`src/rtl/core/lse_pkg.sv`:
```
// ============================================================================
// lse_pkg
// Shared types, constants and helpers for the LSB embed/extract core.
// ============================================================================
package lse_pkg;

    localparam int BYTE_W       = 8;
    localparam int OFFSET_W     = 24;
    localparam int STRIDE_W     = 16;
    localparam int LENGTH_W     = 24;
    localparam int COUNTDOWN_W  = 25;
    localparam int BITPOS_W     = 3;
    localparam int CFG_IDX_W    = 3;
    localparam int CFG_DATA_W   = 24;

    localparam logic [BYTE_W-1:0]   MASK_ONE   = 8'h01;
    localparam logic [BYTE_W-1:0]   MASK_FOUR  = 8'h0F;
    localparam logic [BITPOS_W-1:0] BITPOS_TOP = 3'd7;

    localparam logic                DIR_EMBED   = 1'b0;
    localparam logic                DIR_EXTRACT = 1'b1;

    localparam logic [CFG_IDX_W-1:0] REG_DIRECTION      = 3'd0;
    localparam logic [CFG_IDX_W-1:0] REG_BITS_PER_SLOT  = 3'd1;
    localparam logic [CFG_IDX_W-1:0] REG_START_OFFSET   = 3'd2;
    localparam logic [CFG_IDX_W-1:0] REG_STRIDE         = 3'd3;
    localparam logic [CFG_IDX_W-1:0] REG_MESSAGE_LENGTH = 3'd4;

    typedef struct packed {
        logic                direction;
        logic                bits_per_slot_mode;
        logic [OFFSET_W-1:0] start_offset;
        logic [STRIDE_W-1:0] stride;
        logic [LENGTH_W-1:0] message_length;
    } t_cfg;

    // Restart request toward the slot tracker, with the countdown to load.
    typedef struct packed {
        logic                   restart;
        logic [COUNTDOWN_W-1:0] restart_dist;
    } t_cfg_ctl;

    typedef struct packed {
        logic [BYTE_W-1:0] out_byte;
        logic              message_taken;
        logic [BYTE_W-1:0] recovered_byte;
        logic              recovered_valid;
    } t_result;

    // A zero stride behaves as a stride of one.
    function automatic logic [STRIDE_W-1:0] eff_stride(input logic [STRIDE_W-1:0] stride);
        eff_stride = (stride == '0) ? STRIDE_W'(1) : stride;
    endfunction

    function automatic logic [COUNTDOWN_W-1:0] first_slot_distance(input t_cfg cfg);
        first_slot_distance = COUNTDOWN_W'(cfg.start_offset)
                            + COUNTDOWN_W'(eff_stride(cfg.stride))
                            - COUNTDOWN_W'(1);
    endfunction

endpackage

```
`src/rtl/core/lse_if.sv`:
```
// ============================================================================
// lse_if
// Valid/ready channel interfaces for carrier input, result output and
// configuration writes.
// ============================================================================
interface lse_in_if;
    import lse_pkg::*;

    logic              valid;
    logic              ready;
    logic [BYTE_W-1:0] carrier_byte;
    logic [BYTE_W-1:0] message_byte;
    logic              last_byte;

    modport source (output valid, carrier_byte, message_byte, last_byte, input ready);
    modport sink   (input valid, carrier_byte, message_byte, last_byte, output ready);
endinterface

interface lse_out_if;
    import lse_pkg::*;

    logic              valid;
    logic              ready;
    logic [BYTE_W-1:0] out_byte;
    logic              message_taken;
    logic [BYTE_W-1:0] recovered_byte;
    logic              recovered_valid;

    modport source (output valid, out_byte, message_taken, recovered_byte, recovered_valid,
                    input ready);
    modport sink   (input valid, out_byte, message_taken, recovered_byte, recovered_valid,
                    output ready);
endinterface

interface lse_cfg_if;
    import lse_pkg::*;

    logic                  valid;
    logic                  ready;
    logic [CFG_IDX_W-1:0]  index;
    logic [CFG_DATA_W-1:0] data;

    modport source (output valid, index, data, input ready);
    modport sink   (input valid, index, data, output ready);
endinterface

```
`src/rtl/core/lsb_stego_embed_extract_core.sv`:
```
// ============================================================================
// lsb_stego_embed_extract_core
// LSB steganography embed/extract engine for a stream of carrier bytes.
// ============================================================================
// Usage:
// Carrier beats arrive on i_in (carrier byte, current message byte, last
// flag). Each beat yields exactly one result beat on o_out: the carrier
// byte, with its low bits replaced at active slots when embedding, plus the
// message_taken flag and, when extracting, a recovered byte with its valid.
// Present a new message byte on the beat after one that reports
// message_taken. Configuration is written through i_cfg (always ready)
// while the core is idle; every write to a defined register restarts the
// carrier walk, as does a beat with last_byte set.
// Results from the slot logic are registered in the output buffer, one beat
// per cycle while o_out.ready is high; a stalled result waits in the buffer.
// A two-entry output buffer lets one more beat enter while a result is
// stalled; i_in.ready drops only when both entries are full.
// Reset (synchronous, active low) restores the register defaults: embed,
// one bit per slot, zero offset, stride one, zero message length.
// ============================================================================
module lsb_stego_embed_extract_core (
    input  logic      i_clk,
    input  logic      i_rst_n,
    lse_in_if.sink    i_in,
    lse_cfg_if.sink   i_cfg,
    lse_out_if.source o_out
);
    import lse_pkg::*;

    t_cfg     cfg;
    t_cfg_ctl ctl;
    t_result  result;
    t_result  out_data;
    logic     can_push;
    logic     in_accept;

    assign i_cfg.ready = 1'b1;
    assign i_in.ready  = can_push;
    assign in_accept   = i_in.valid && can_push;

    lse_cfg_regs u_cfg_regs (
        .i_clk      (i_clk),
        .i_rst_n    (i_rst_n),
        .i_wr_en    (i_cfg.valid),
        .i_wr_index (i_cfg.index),
        .i_wr_data  (i_cfg.data),
        .o_cfg      (cfg),
        .o_ctl      (ctl)
    );

    lse_slot_ctrl u_slot_ctrl (
        .i_clk          (i_clk),
        .i_rst_n        (i_rst_n),
        .i_cfg          (cfg),
        .i_ctl          (ctl),
        .i_accept       (in_accept),
        .i_carrier_byte (i_in.carrier_byte),
        .i_message_byte (i_in.message_byte),
        .i_last_byte    (i_in.last_byte),
        .o_result       (result)
    );

    lse_out_buf u_out_buf (
        .i_clk      (i_clk),
        .i_rst_n    (i_rst_n),
        .i_push     (in_accept),
        .i_data     (result),
        .o_can_push (can_push),
        .o_valid    (o_out.valid),
        .i_ready    (o_out.ready),
        .o_data     (out_data)
    );

    assign o_out.out_byte        = out_data.out_byte;
    assign o_out.message_taken   = out_data.message_taken;
    assign o_out.recovered_byte  = out_data.recovered_byte;
    assign o_out.recovered_valid = out_data.recovered_valid;

endmodule

```
`src/rtl/core/lse_cfg_regs.sv`:
```
// ============================================================================
// lse_cfg_regs
// Configuration register file. Every write to a defined register restarts
// the carrier walk using the newly written values.
// ============================================================================
module lse_cfg_regs (
    input  logic                          i_clk,
    input  logic                          i_rst_n,
    input  logic                          i_wr_en,
    input  logic [lse_pkg::CFG_IDX_W-1:0] i_wr_index,
    input  logic [lse_pkg::CFG_DATA_W-1:0] i_wr_data,
    output lse_pkg::t_cfg                 o_cfg,
    output lse_pkg::t_cfg_ctl             o_ctl
);
    import lse_pkg::*;

    t_cfg r_cfg;
    t_cfg n_cfg;
    logic hit;

    always_comb begin
        n_cfg = r_cfg;
        hit   = 1'b0;
        if (i_wr_en) begin
            unique case (i_wr_index)
                REG_DIRECTION: begin
                    n_cfg.direction = i_wr_data[0];
                    hit = 1'b1;
                end
                REG_BITS_PER_SLOT: begin
                    n_cfg.bits_per_slot_mode = i_wr_data[0];
                    hit = 1'b1;
                end
                REG_START_OFFSET: begin
                    n_cfg.start_offset = i_wr_data[OFFSET_W-1:0];
                    hit = 1'b1;
                end
                REG_STRIDE: begin
                    n_cfg.stride = i_wr_data[STRIDE_W-1:0];
                    hit = 1'b1;
                end
                REG_MESSAGE_LENGTH: begin
                    n_cfg.message_length = i_wr_data[LENGTH_W-1:0];
                    hit = 1'b1;
                end
                default: begin
                    hit = 1'b0;
                end
            endcase
        end
    end

    always_ff @(posedge i_clk) begin
        if (!i_rst_n) begin
            r_cfg.direction          <= DIR_EMBED;
            r_cfg.bits_per_slot_mode <= 1'b0;
            r_cfg.start_offset       <= '0;
            r_cfg.stride             <= STRIDE_W'(1);
            r_cfg.message_length     <= '0;
        end else begin
            r_cfg <= n_cfg;
        end
    end

    assign o_cfg              = r_cfg;
    assign o_ctl.restart      = hit;
    assign o_ctl.restart_dist = first_slot_distance(n_cfg);

endmodule

```
`src/rtl/core/lse_slot_ctrl.sv`:
```
// ============================================================================
// lse_slot_ctrl
// Slot countdown, bit position, message count and extraction assembly.
// Computes the result for one carrier beat and advances the state on accept.
// ============================================================================
module lse_slot_ctrl (
    input  logic                       i_clk,
    input  logic                       i_rst_n,
    input  lse_pkg::t_cfg              i_cfg,
    input  lse_pkg::t_cfg_ctl          i_ctl,
    input  logic                       i_accept,
    input  logic [lse_pkg::BYTE_W-1:0] i_carrier_byte,
    input  logic [lse_pkg::BYTE_W-1:0] i_message_byte,
    input  logic                       i_last_byte,
    output lse_pkg::t_result           o_result
);
    import lse_pkg::*;

    logic [COUNTDOWN_W-1:0] r_countdown, n_countdown;
    logic [BITPOS_W-1:0]    r_bitpos,    n_bitpos;
    logic [LENGTH_W-1:0]    r_msg_index, n_msg_index;
    logic [BYTE_W-1:0]      r_assembly,  n_assembly;

    logic                   at_slot;
    logic                   active;
    logic                   four;
    logic [BITPOS_W-1:0]    shift;
    logic                   done;
    logic [BYTE_W-1:0]      mask;
    logic [BYTE_W-1:0]      embedded;
    logic [BYTE_W-1:0]      assembled;

    always_comb begin
        at_slot   = (r_countdown == '0);
        active    = at_slot && (r_msg_index < i_cfg.message_length);
        four      = i_cfg.bits_per_slot_mode;
        // In four-bit mode only the high nibble (shift 4) and low nibble exist.
        shift     = four ? {r_bitpos[2], 2'b00} : r_bitpos;
        done      = (shift == '0);
        mask      = four ? MASK_FOUR : MASK_ONE;
        embedded  = (i_carrier_byte & ~mask) | ((i_message_byte >> shift) & mask);
        assembled = (r_assembly & ~(mask << shift)) | ((i_carrier_byte & mask) << shift);

        o_result.out_byte        = (active && i_cfg.direction == DIR_EMBED)
                                   ? embedded : i_carrier_byte;
        o_result.message_taken   = active && done && (i_cfg.direction == DIR_EMBED);
        o_result.recovered_valid = active && done && (i_cfg.direction == DIR_EXTRACT);
        o_result.recovered_byte  = o_result.recovered_valid ? assembled : '0;

        n_countdown = at_slot ? (COUNTDOWN_W'(eff_stride(i_cfg.stride)) - COUNTDOWN_W'(1))
                              : (r_countdown - COUNTDOWN_W'(1));
        n_bitpos    = r_bitpos;
        n_msg_index = r_msg_index;
        n_assembly  = r_assembly;
        if (active) begin
            if (done) begin
                n_bitpos    = BITPOS_TOP;
                n_msg_index = r_msg_index + LENGTH_W'(1);
            end else begin
                n_bitpos    = four ? '0 : (shift - BITPOS_W'(1));
            end
            if (i_cfg.direction == DIR_EXTRACT) begin
                n_assembly = done ? '0 : assembled;
            end
        end
        if (i_last_byte) begin
            n_countdown = first_slot_distance(i_cfg);
            n_bitpos    = BITPOS_TOP;
            n_msg_index = '0;
            n_assembly  = '0;
        end
    end

    always_ff @(posedge i_clk) begin
        if (!i_rst_n) begin
            r_countdown <= '0;
            r_bitpos    <= BITPOS_TOP;
            r_msg_index <= '0;
            r_assembly  <= '0;
        end else if (i_ctl.restart) begin
            r_countdown <= i_ctl.restart_dist;
            r_bitpos    <= BITPOS_TOP;
            r_msg_index <= '0;
            r_assembly  <= '0;
        end else if (i_accept) begin
            r_countdown <= n_countdown;
            r_bitpos    <= n_bitpos;
            r_msg_index <= n_msg_index;
            r_assembly  <= n_assembly;
        end
    end

endmodule

```
`src/rtl/core/lse_out_buf.sv`:
```
// ============================================================================
// lse_out_buf
// Two-entry output buffer: a result register plus a skid register, so the
// input side keeps taking beats while one result waits on the receiver.
// ============================================================================
module lse_out_buf (
    input  logic             i_clk,
    input  logic             i_rst_n,
    input  logic             i_push,
    input  lse_pkg::t_result i_data,
    output logic             o_can_push,
    output logic             o_valid,
    input  logic             i_ready,
    output lse_pkg::t_result o_data
);
    import lse_pkg::*;

    logic    r_main_valid;
    t_result r_main_data;
    logic    r_skid_valid;
    t_result r_skid_data;

    always_ff @(posedge i_clk) begin
        if (!i_rst_n) begin
            r_main_valid <= 1'b0;
            r_skid_valid <= 1'b0;
        end else if (i_ready || !r_main_valid) begin
            if (r_skid_valid) begin
                r_main_valid <= 1'b1;
                r_skid_valid <= 1'b0;
            end else begin
                r_main_valid <= i_push;
            end
        end else if (i_push) begin
            r_skid_valid <= 1'b1;
        end
    end

    always_ff @(posedge i_clk) begin
        if (i_ready || !r_main_valid) begin
            r_main_data <= r_skid_valid ? r_skid_data : i_data;
        end else if (i_push) begin
            r_skid_data <= i_data;
        end
    end

    assign o_can_push = !r_skid_valid;
    assign o_valid    = r_main_valid;
    assign o_data     = r_main_data;

endmodule
```
`src/flat_wrapper.sv`:
```
// flat-port wrapper written by rule: the top's interface ports become plain ports
module lsb_stego_embed_extract_core_flat import lse_pkg::*;
  (i_clk, i_rst_n, i_in_valid, i_in_carrier_byte, i_in_message_byte, i_in_last_byte, i_in_ready, i_cfg_valid, i_cfg_index, i_cfg_data, i_cfg_ready, o_out_valid, o_out_out_byte, o_out_message_taken, o_out_recovered_byte, o_out_recovered_valid, o_out_ready);
  lse_in_if i_in_i ();
  lse_cfg_if i_cfg_i ();
  lse_out_if o_out_i ();
  input  logic i_clk;
  input  logic i_rst_n;
  input wire logic [$bits(i_in_i.valid)-1:0] i_in_valid;
  input wire logic [$bits(i_in_i.carrier_byte)-1:0] i_in_carrier_byte;
  input wire logic [$bits(i_in_i.message_byte)-1:0] i_in_message_byte;
  input wire logic [$bits(i_in_i.last_byte)-1:0] i_in_last_byte;
  output wire logic [$bits(i_in_i.ready)-1:0] i_in_ready;
  input wire logic [$bits(i_cfg_i.valid)-1:0] i_cfg_valid;
  input wire logic [$bits(i_cfg_i.index)-1:0] i_cfg_index;
  input wire logic [$bits(i_cfg_i.data)-1:0] i_cfg_data;
  output wire logic [$bits(i_cfg_i.ready)-1:0] i_cfg_ready;
  output wire logic [$bits(o_out_i.valid)-1:0] o_out_valid;
  output wire logic [$bits(o_out_i.out_byte)-1:0] o_out_out_byte;
  output wire logic [$bits(o_out_i.message_taken)-1:0] o_out_message_taken;
  output wire logic [$bits(o_out_i.recovered_byte)-1:0] o_out_recovered_byte;
  output wire logic [$bits(o_out_i.recovered_valid)-1:0] o_out_recovered_valid;
  input wire logic [$bits(o_out_i.ready)-1:0] o_out_ready;
  assign i_in_i.valid = i_in_valid;
  assign i_in_i.carrier_byte = i_in_carrier_byte;
  assign i_in_i.message_byte = i_in_message_byte;
  assign i_in_i.last_byte = i_in_last_byte;
  assign i_in_ready = i_in_i.ready;
  assign i_cfg_i.valid = i_cfg_valid;
  assign i_cfg_i.index = i_cfg_index;
  assign i_cfg_i.data = i_cfg_data;
  assign i_cfg_ready = i_cfg_i.ready;
  assign o_out_valid = o_out_i.valid;
  assign o_out_out_byte = o_out_i.out_byte;
  assign o_out_message_taken = o_out_i.message_taken;
  assign o_out_recovered_byte = o_out_i.recovered_byte;
  assign o_out_recovered_valid = o_out_i.recovered_valid;
  assign o_out_i.ready = o_out_ready;
  lsb_stego_embed_extract_core u_core (.i_clk(i_clk), .i_rst_n(i_rst_n), .i_in(i_in_i), .i_cfg(i_cfg_i), .o_out(o_out_i));
endmodule
```
`config.mk`:
```
export PLATFORM = sky130hd
export DESIGN_NAME = lsb_stego_embed_extract_core_flat
export DESIGN_NICKNAME = d
export VERILOG_FILES = /design/src/rtl/core/lse_pkg.sv /design/src/rtl/core/lse_if.sv /design/src/rtl/core/lsb_stego_embed_extract_core.sv /design/src/rtl/core/lse_cfg_regs.sv /design/src/rtl/core/lse_slot_ctrl.sv /design/src/rtl/core/lse_out_buf.sv /design/src/flat_wrapper.sv
export SDC_FILE = /design/constraint.sdc
export NUM_CORES = 1
export LEC_CHECK = 0
export BUFFER_PORTS_ARGS = -buffer_cell sky130_fd_sc_hd__buf_2
export CORE_MARGIN = 2
export CORE_UTILIZATION = 55
export CTS_CLUSTER_DIAMETER = 40
export DETAILED_ROUTE_END_ITERATION = 7
export PLACE_DENSITY = 0.76
export SYNTH_ARGS = -nofsm -noshare
export SYNTH_HDL_FRONTEND = slang
export SYNTH_SLANG_ARGS = --single-unit
```
`constraint.sdc`:
```
create_clock -name i_clk -period 4.08 [get_ports i_clk]
set_input_delay 0.204 -clock i_clk [delete_from_list [all_inputs] [get_ports i_clk]]
set_output_delay 0.204 -clock i_clk [all_outputs]
set_load 0.02 [all_outputs]
```
# Word-level counts from Yosys, hierarchy flattened
# Index checks and enable logic that the tools add are counted.
[word_totals]
output_inout_bits = 21
ff_bits = 164
in_bits = 49
[classes]
addsub = 8
shift = 3
reduce_logical = 28
order_cmp = 1
bitwise = 11
muxes = 29
n_eq_ne = 4
[op_table]
columns = ["cell", "count"]
rows = [
  ["24-bit 2-to-1 mux", 5],
  ["25-bit 2-to-1 mux", 4],
  ["25-bit by 1-bit subtractor with 25-bit output, second input constant", 3],
  ["64-bit 2-to-1 mux", 1],
  ["24-bit by 16-bit adder with 25-bit output", 2],
  ["16-bit 2-to-1 mux", 3],
  ["8-bit 2-to-1 mux", 6],
  ["16-bit logical NOT", 2],
  ["25-bit logical NOT", 1],
  ["24-bit by 1-bit adder with 24-bit output, second input constant", 1],
  ["24-bit < comparator", 1],
  ["18-bit 2-to-1 mux", 1],
  ["16-bit by 1-bit subtractor with 17-bit output, second input constant", 1],
  ["8-bit by 4-bit AND with 8-bit output", 2],
  ["8-bit AND", 2],
  ["8-bit OR", 2],
  ["3-bit 2-to-1 mux", 4],
  ["2-bit AND reduction", 5],
  ["4-bit inverter with 8-bit output", 1],
  ["8-bit inverter", 1],
  ["2-bit nonzero test", 4],
  ["4-bit by 3-bit << shifter with 8-bit output", 1],
  ["8-bit by 3-bit << shifter with 8-bit output", 1],
  ["8-bit by 3-bit >> shifter with 8-bit output", 1],
  ["15 further kinds", 29],
]

# Depth between registers and ports, before layout
[logic_depth]
depth_word = 9
depth_mapped = 20
depth_no_buf = 19

# Hierarchy
# A second synthesis with hierarchy kept.
[unflattened]
cells_unflattened = 1503
hier_area_um2 = 12400.6
[by_module_without_submodules]
columns = ["module", "cells_each", "n_inst", "seq_area_each_um2", "area_each_um2"]
rows = [
  ["lse_slot_ctrl", 941, 1, 1181.1, 6741.5],
  ["lse_cfg_regs", 494, 1, 1321.3, 4184.0],
  ["lse_out_buf", 65, 1, 1121.1, 1457.6],
  ["lsb_stego_embed_extract_core", 3, 1, 0.0, 17.5],
]

# Least setup slack after synthesis
# OpenSTA, ideal clock, no wires.
[synth_path]
path_kind = "in2reg"
start = "input port i_cfg_valid"
end = "register u_core.u_slot_ctrl.r_countdown[21]"
slack_ns = 0.028
stages = 16
n_path_buf = 1
required_ns = 3.948
arrival_time_ns = 3.919
cell_sequence = "nor2b_1 -> nand2_1 -> nor2_1 -> clkbuf_1 -> mux2i_1 -> ha_1 -> inv_1 -> ha_1 -> a21o_1 -> a221o_1 -> a31oi_1 -> a211oi_1 -> o41ai_1 -> o21ai_0 -> xnor2_1 -> o22ai_1"
[synth_between]
elab_chain_len = 6
word_cells_on_any_way = 8
[synth_rtl]
columns = ["element", "line", "source"]
rows = [
  ["start, declared", "flat_wrapper.sv:14", "input wire logic [$bits(i_cfg_i.valid)-1:0] i_cfg_valid;"],
  ["64-bit 2-to-1 mux", "lse_cfg_regs.sv:24", "if (i_wr_en) begin"],
  ["16-bit logical NOT", "lse_pkg.sv:52", "eff_stride = (stride == '0) ? STRIDE_W'(1) : stride;"],
  ["16-bit 2-to-1 mux", "lse_pkg.sv:52", ""],
  ["24-bit by 16-bit adder with 25-bit output", "lse_pkg.sv:57", "+ COUNTDOWN_W'(eff_stride(cfg.stride))"],
  ["25-bit by 1-bit subtractor with 25-bit output", "lse_pkg.sv:58", "- COUNTDOWN_W'(1);"],
  ["25-bit 2-to-1 mux", "lse_slot_ctrl.sv:80", "end else if (i_ctl.restart) begin"],
  ["end signal, assigned", "lse_slot_ctrl.sv:81", "r_countdown <= i_ctl.restart_dist;"],
  ["end signal, assigned", "lse_slot_ctrl.sv:86", "r_countdown <= n_countdown;"],
  ["end, declared", "lse_slot_ctrl.sv:19", "logic [COUNTDOWN_W-1:0] r_countdown, n_countdown;"],
]
# Parallel ways exist; a longest one is shown, timed or not.
# A chain may end at the register's enable or synchronous reset.

# Worst setup path after layout
[layout_path]
start = "register u_core.u_cfg_regs.r_cfg (netlist bit u_core.u_cfg_regs.o_cfg[35])"
end = "register u_core.u_slot_ctrl.r_countdown[19]"
[layout_between]
elab_chain_len = 7
word_cells_on_any_way = 15
[layout_rtl]
columns = ["element", "line", "source"]
rows = [
  ["start, declared", "lse_cfg_regs.sv:17", "t_cfg r_cfg;"],
  ["start signal, assigned", "lse_cfg_regs.sv:61", "r_cfg <= n_cfg;"],
  ["16-bit logical NOT / 16-bit 2-to-1 mux (equally long branches)", "lse_pkg.sv:52, lse_cfg_regs.sv:25", ""],
  ["16-bit 2-to-1 mux / 64-bit 2-to-1 mux (equally long branches)", "lse_pkg.sv:52, lse_cfg_regs.sv:24", ""],
  ["24-bit by 16-bit adder with 25-bit output, or another cell as far along", "lse_pkg.sv:57", ""],
  ["25-bit by 1-bit subtractor with 25-bit output, or another cell as far along", "lse_pkg.sv:58", ""],
  ["25-bit 2-to-1 mux / 24-bit by 16-bit adder with 25-bit output (equally long branches)", "lse_slot_ctrl.sv:66, lse_pkg.sv:57", ""],
  ["25-bit 2-to-1 mux / 25-bit by 1-bit subtractor with 25-bit output (equally long branches)", "lse_slot_ctrl.sv:85, lse_pkg.sv:58", ""],
  ["25-bit 2-to-1 mux (*)", "lse_slot_ctrl.sv:80", ""],
]
# Mark *: on every way between the ends. The rest lies on a longest branch, timed or not. The select of a mux whose other input is x is not followed.

==> qor.yml <==
synth_edf_count: 36
cp.required_ps: 4460
swShare_pct: 35.1
critPathMostFrequentCell: "ha_1"
syn2layout_area_growth_pct: 14.2
hp-class: "in -> reg"
total_power_mw: 4.79
fp.dieH_um: 149
highest_layer: "met4"
stdcell_count: 1798
cts_buffers: 17
clock-sinks: 163
grt_start_max_net_pins: 49
cp_max_fo: 3
wl_met1_um: 13400
nFillCells: 1797
dpl_cell_area_um2: 12600
vias: 10700
setup_tns_ps: 0
cts-root-buf: "clkbuf_16"
p_int_mw: 3.11
outcome: "completed"
switchingPower_mw: 1.68
finalHoldViolations: 0
fin_crit_sh_pct: 93.1
setup_viol: 0
fin_ws_ps: 283
critPathLaunchType: "flop"
maxCapViolCount: 0
avgRoutedWirePerCell_um: 17.3
antenna_found_initial: 0
tightest_slew_ps: 1010
portBuffers: 68
route.met2.wl_um: 14600
grt_first_pass_wirelength_um: 49800
synth_warnings: 0
cp_slowest_cell: "or4_1"
fin_nets: 1667
powerDensity_nw_per_um2: 362
wl_um: 31100
ant_nets: 0
irDropWorstVdd_mv: 0.322
synth_cell_type_count: 73
synth_top_area_cell: "dfxtp_1"
clock_skew_ps: 13.7
p_leak_nw: 5.55
synthTopCellsByArea: "dfxtp_1, ha_1, edfxtp_1"
power.share.sequential_pct: 37.4
gp_congestion: 0.921
arrival_ps: 4170
final_cell_area_um2: 13200
clk_pin_slew_ps: 70
syn-num-nets: 1573
core-area_um2: 20900
rsz0062_at_grt: "no"
overflow: 0
yosys.area.top_type_share_pct: 21.9
worstPathCellList: "or4_1 > nor3_2 > a31oi_1 > ha_1 > inv_1 > ha_1 > fa_1 > a211oi_1 > o21ai_0 > a211oi_2 > o31ai_1 > a21oi_1 > xor2_1 > a2111oi_0 > nand2b_1"
drc_errors: 0
max_stage_delay_ps: 570
period_needed_ps: 3800
pwr-share-comb_pct: 27.6
ys_async_sr_fraction_pct: 0
synthCells: 1416
layout-drive-gt1-share_pct: 12.7
dp_hpwl_um: 23400
ys_seq_elements: 163
row_count: 53
cts_tree: "yes"
slew_headroom_pct: 32.3
fmax_mhz: 263
grtUsageTotal_pct: 28.1
clock_path_buffers: 2
clock_power_share_pct: 35.0
pre_cts_slack_ps: -106
start_util_pct: 55.5
drt-initial-drc-count: 807
synth_top_flop_cell: "dfxtp_1"
seq_area_frac_synth_pct: 31.2
die_width_um: 149
synth.avg_cell_area_um2: 8.19
via_per_inst: 5.94
worstSkewPairLatency_ps: 440
antenna_cells: 0
grt_pass1_vias: 10200
first_pass_iters: 5
htree_levels: 4
ios: 70
cp-end-kind: "flop"
dieArea_um2: 22300
crit_type: "reg -> reg"
wl_met3_um: 2200
place_inst: 1762
synth_area_um2: 11600
slew_viol_final: 0
-- logic make-up (layout without fill, tap and decap cells) --
group,after synthesis,count (layout),synth area share (%)
simple gates,447,447,19.0
other cells,1,1,0.0323
mux,68,68,6.25
flops,163,163,31.2
xor+xnor,69,69,5.21
fa+ha+maj,108,108,11.8
buf+inv,212,319,6.90
compound gates,348,348,19.6
-- final cells by class --
type | instances | area [µm²] | share of cell area [%]
clock buffers | 17 | 425 | 3.21
clock inverters | 15 | 201 | 1.52
inverters | 154 | 578 | 4.36
multi-input cells | 1041 | 7210 | 54.4
flip-flops and latches | 163 | 3620 | 27.4
well taps | 275 | 344 | 2.60
repair buffers | 133 | 863 | 6.52
-- repair_timing --
| action | CTS | global route |
|---|---|---|
| buffers inserted | 0 | 0 |
| setup endpoints to repair | 0 | 5 |
| resized for setup | 0 | 5 |
| hold buffers | 4 | 0 |
| hold endpoints to repair | 4 | 0 |
-- sequential cells by signal (all words and copies together) (netlist names) --
name	flops
u_core.u_slot_ctrl.r_bitpos	3
u_core.u_slot_ctrl.r_countdown	25
u_core.u_slot_ctrl.r_assembly	7
u_core.u_out_buf.o_valid	1
u_core.u_out_buf.o_data	18
u_core.u_out_buf.r_skid_data	18
u_core.u_cfg_regs.o_cfg	66
u_core.u_out_buf.r_skid_valid	1
u_core.u_slot_ctrl.r_msg_index	24
-- critical path, delay by kind of cell (launching register included) --
family	cells	cell delay, ps
and+or+nand+nor	3	1010
xor gates and xnor gates	1	170
DFF	1	310
buffers and inverters	1	50
adders and majority gates	3	600
AOI/OAI and AO/OA	7	1590
-- metal layers --
layer / track usage (%) / up-vias
met5: 0 / -
met2: 47.0 / 368
li1: - / 5207
met4: 12.0 / 0
met3: 5.02 / 82
met1: 35.7 / 5026
-- metrics by stage --
stage	utilization [%]	hold WS (ps)
6_report	63.4	27.9
3_5_place_dp	60.1	401
5_1_grt	63.4	36.2
2_1_floorplan	-	303
4_1_cts	63.3	21.3
3_3_place_gp	60.1	398
-- cell usage after synthesis (all sizes together), types with 14 or more instances --
| master | count |
|---|---|
| edfxtp | 36 |
| o211ai | 16 |
| o21ai | 73 |
| a21boi | 33 |
| xnor2 | 33 |
| ha | 106 |
| nor2 | 82 |
| nor2b | 47 |
| mux2 | 15 |
| mux2i | 51 |
| dfxtp | 127 |
| a21o | 16 |
| a31oi | 19 |
| or3 | 19 |
| nor4 | 14 |
| nand3 | 34 |
| a211oi | 25 |
| nand4 | 20 |
| nand2b | 15 |
| inv | 153 |
| o31ai | 17 |
| nor3 | 21 |
| xor2 | 36 |
| clkbuf | 56 |
| nand2 | 153 |
| a21oi | 84 |
-- placed cells by master, fill, tap and decap left out, types with 7 or more instances in the layout --
| cell type | n |
|---|---|
| a31oi_1 | 19 |
| ha_1 | 106 |
| nor2b_1 | 47 |
| or4_1 | 7 |
| nor3_1 | 19 |
| nand4_1 | 20 |
| o21ai_0 | 72 |
| nand2_1 | 153 |
| o21a_1 | 13 |
| xor2_1 | 36 |
| buf_2 | 68 |
| nand2b_1 | 15 |
| nor4_1 | 10 |
| clkbuf_16 | 17 |
| and3_1 | 13 |
| a211oi_1 | 23 |
| dfxtp_1 | 127 |
| mux2_2 | 14 |
| a21boi_0 | 33 |
| edfxtp_1 | 36 |
| o22ai_1 | 7 |
| xnor2_1 | 33 |
| nand3_1 | 34 |
| a21o_1 | 16 |
| inv_1 | 152 |
| or3_1 | 19 |
| a21oi_1 | 84 |
| nor2_1 | 81 |
| buf_4 | 59 |
| o211ai_1 | 15 |
| o31ai_1 | 16 |
| mux2i_1 | 51 |
-- final timing paths --
| path | depth (start not counted) | endpoint | startpoint | slack, ps |
|---|---|---|---|---|
| worst max register to register | 15 | u_core.u_slot_ctrl.r_countdown[19]$_SDFFE_PN0P_ | u_core.u_cfg_regs.o_cfg[35]$_SDFF_PN0_ | 280 |
| worst max-delay path | 15 | u_core.u_slot_ctrl.r_countdown[19]$_SDFFE_PN0P_ | u_core.u_cfg_regs.o_cfg[35]$_SDFF_PN0_ | 280 |
| worst min register to register | 2 | u_core.u_slot_ctrl.r_assembly[7]$_SDFFE_PP0P_ | u_core.u_slot_ctrl.r_assembly[7]$_SDFFE_PP0P_ | 460 |
| worst min-delay path | 3 | u_core.u_cfg_regs.o_cfg[21]$_SDFFE_PN0P_ | i_cfg_data[21] | 30 |
-- power groups by stage --
stage,Combinational (mW),Sequential (mW),Clock (mW)
final,1.32,1.79,1.68
after global routing,1.44,1.80,1.75
after CTS,1.29,1.79,1.69
after detailed placement,1.27,1.83,0
after global placement,1.25,1.82,0
after floorplan,0.889,1.82,0
Note: power is estimated with default switching activity, not from simulation.
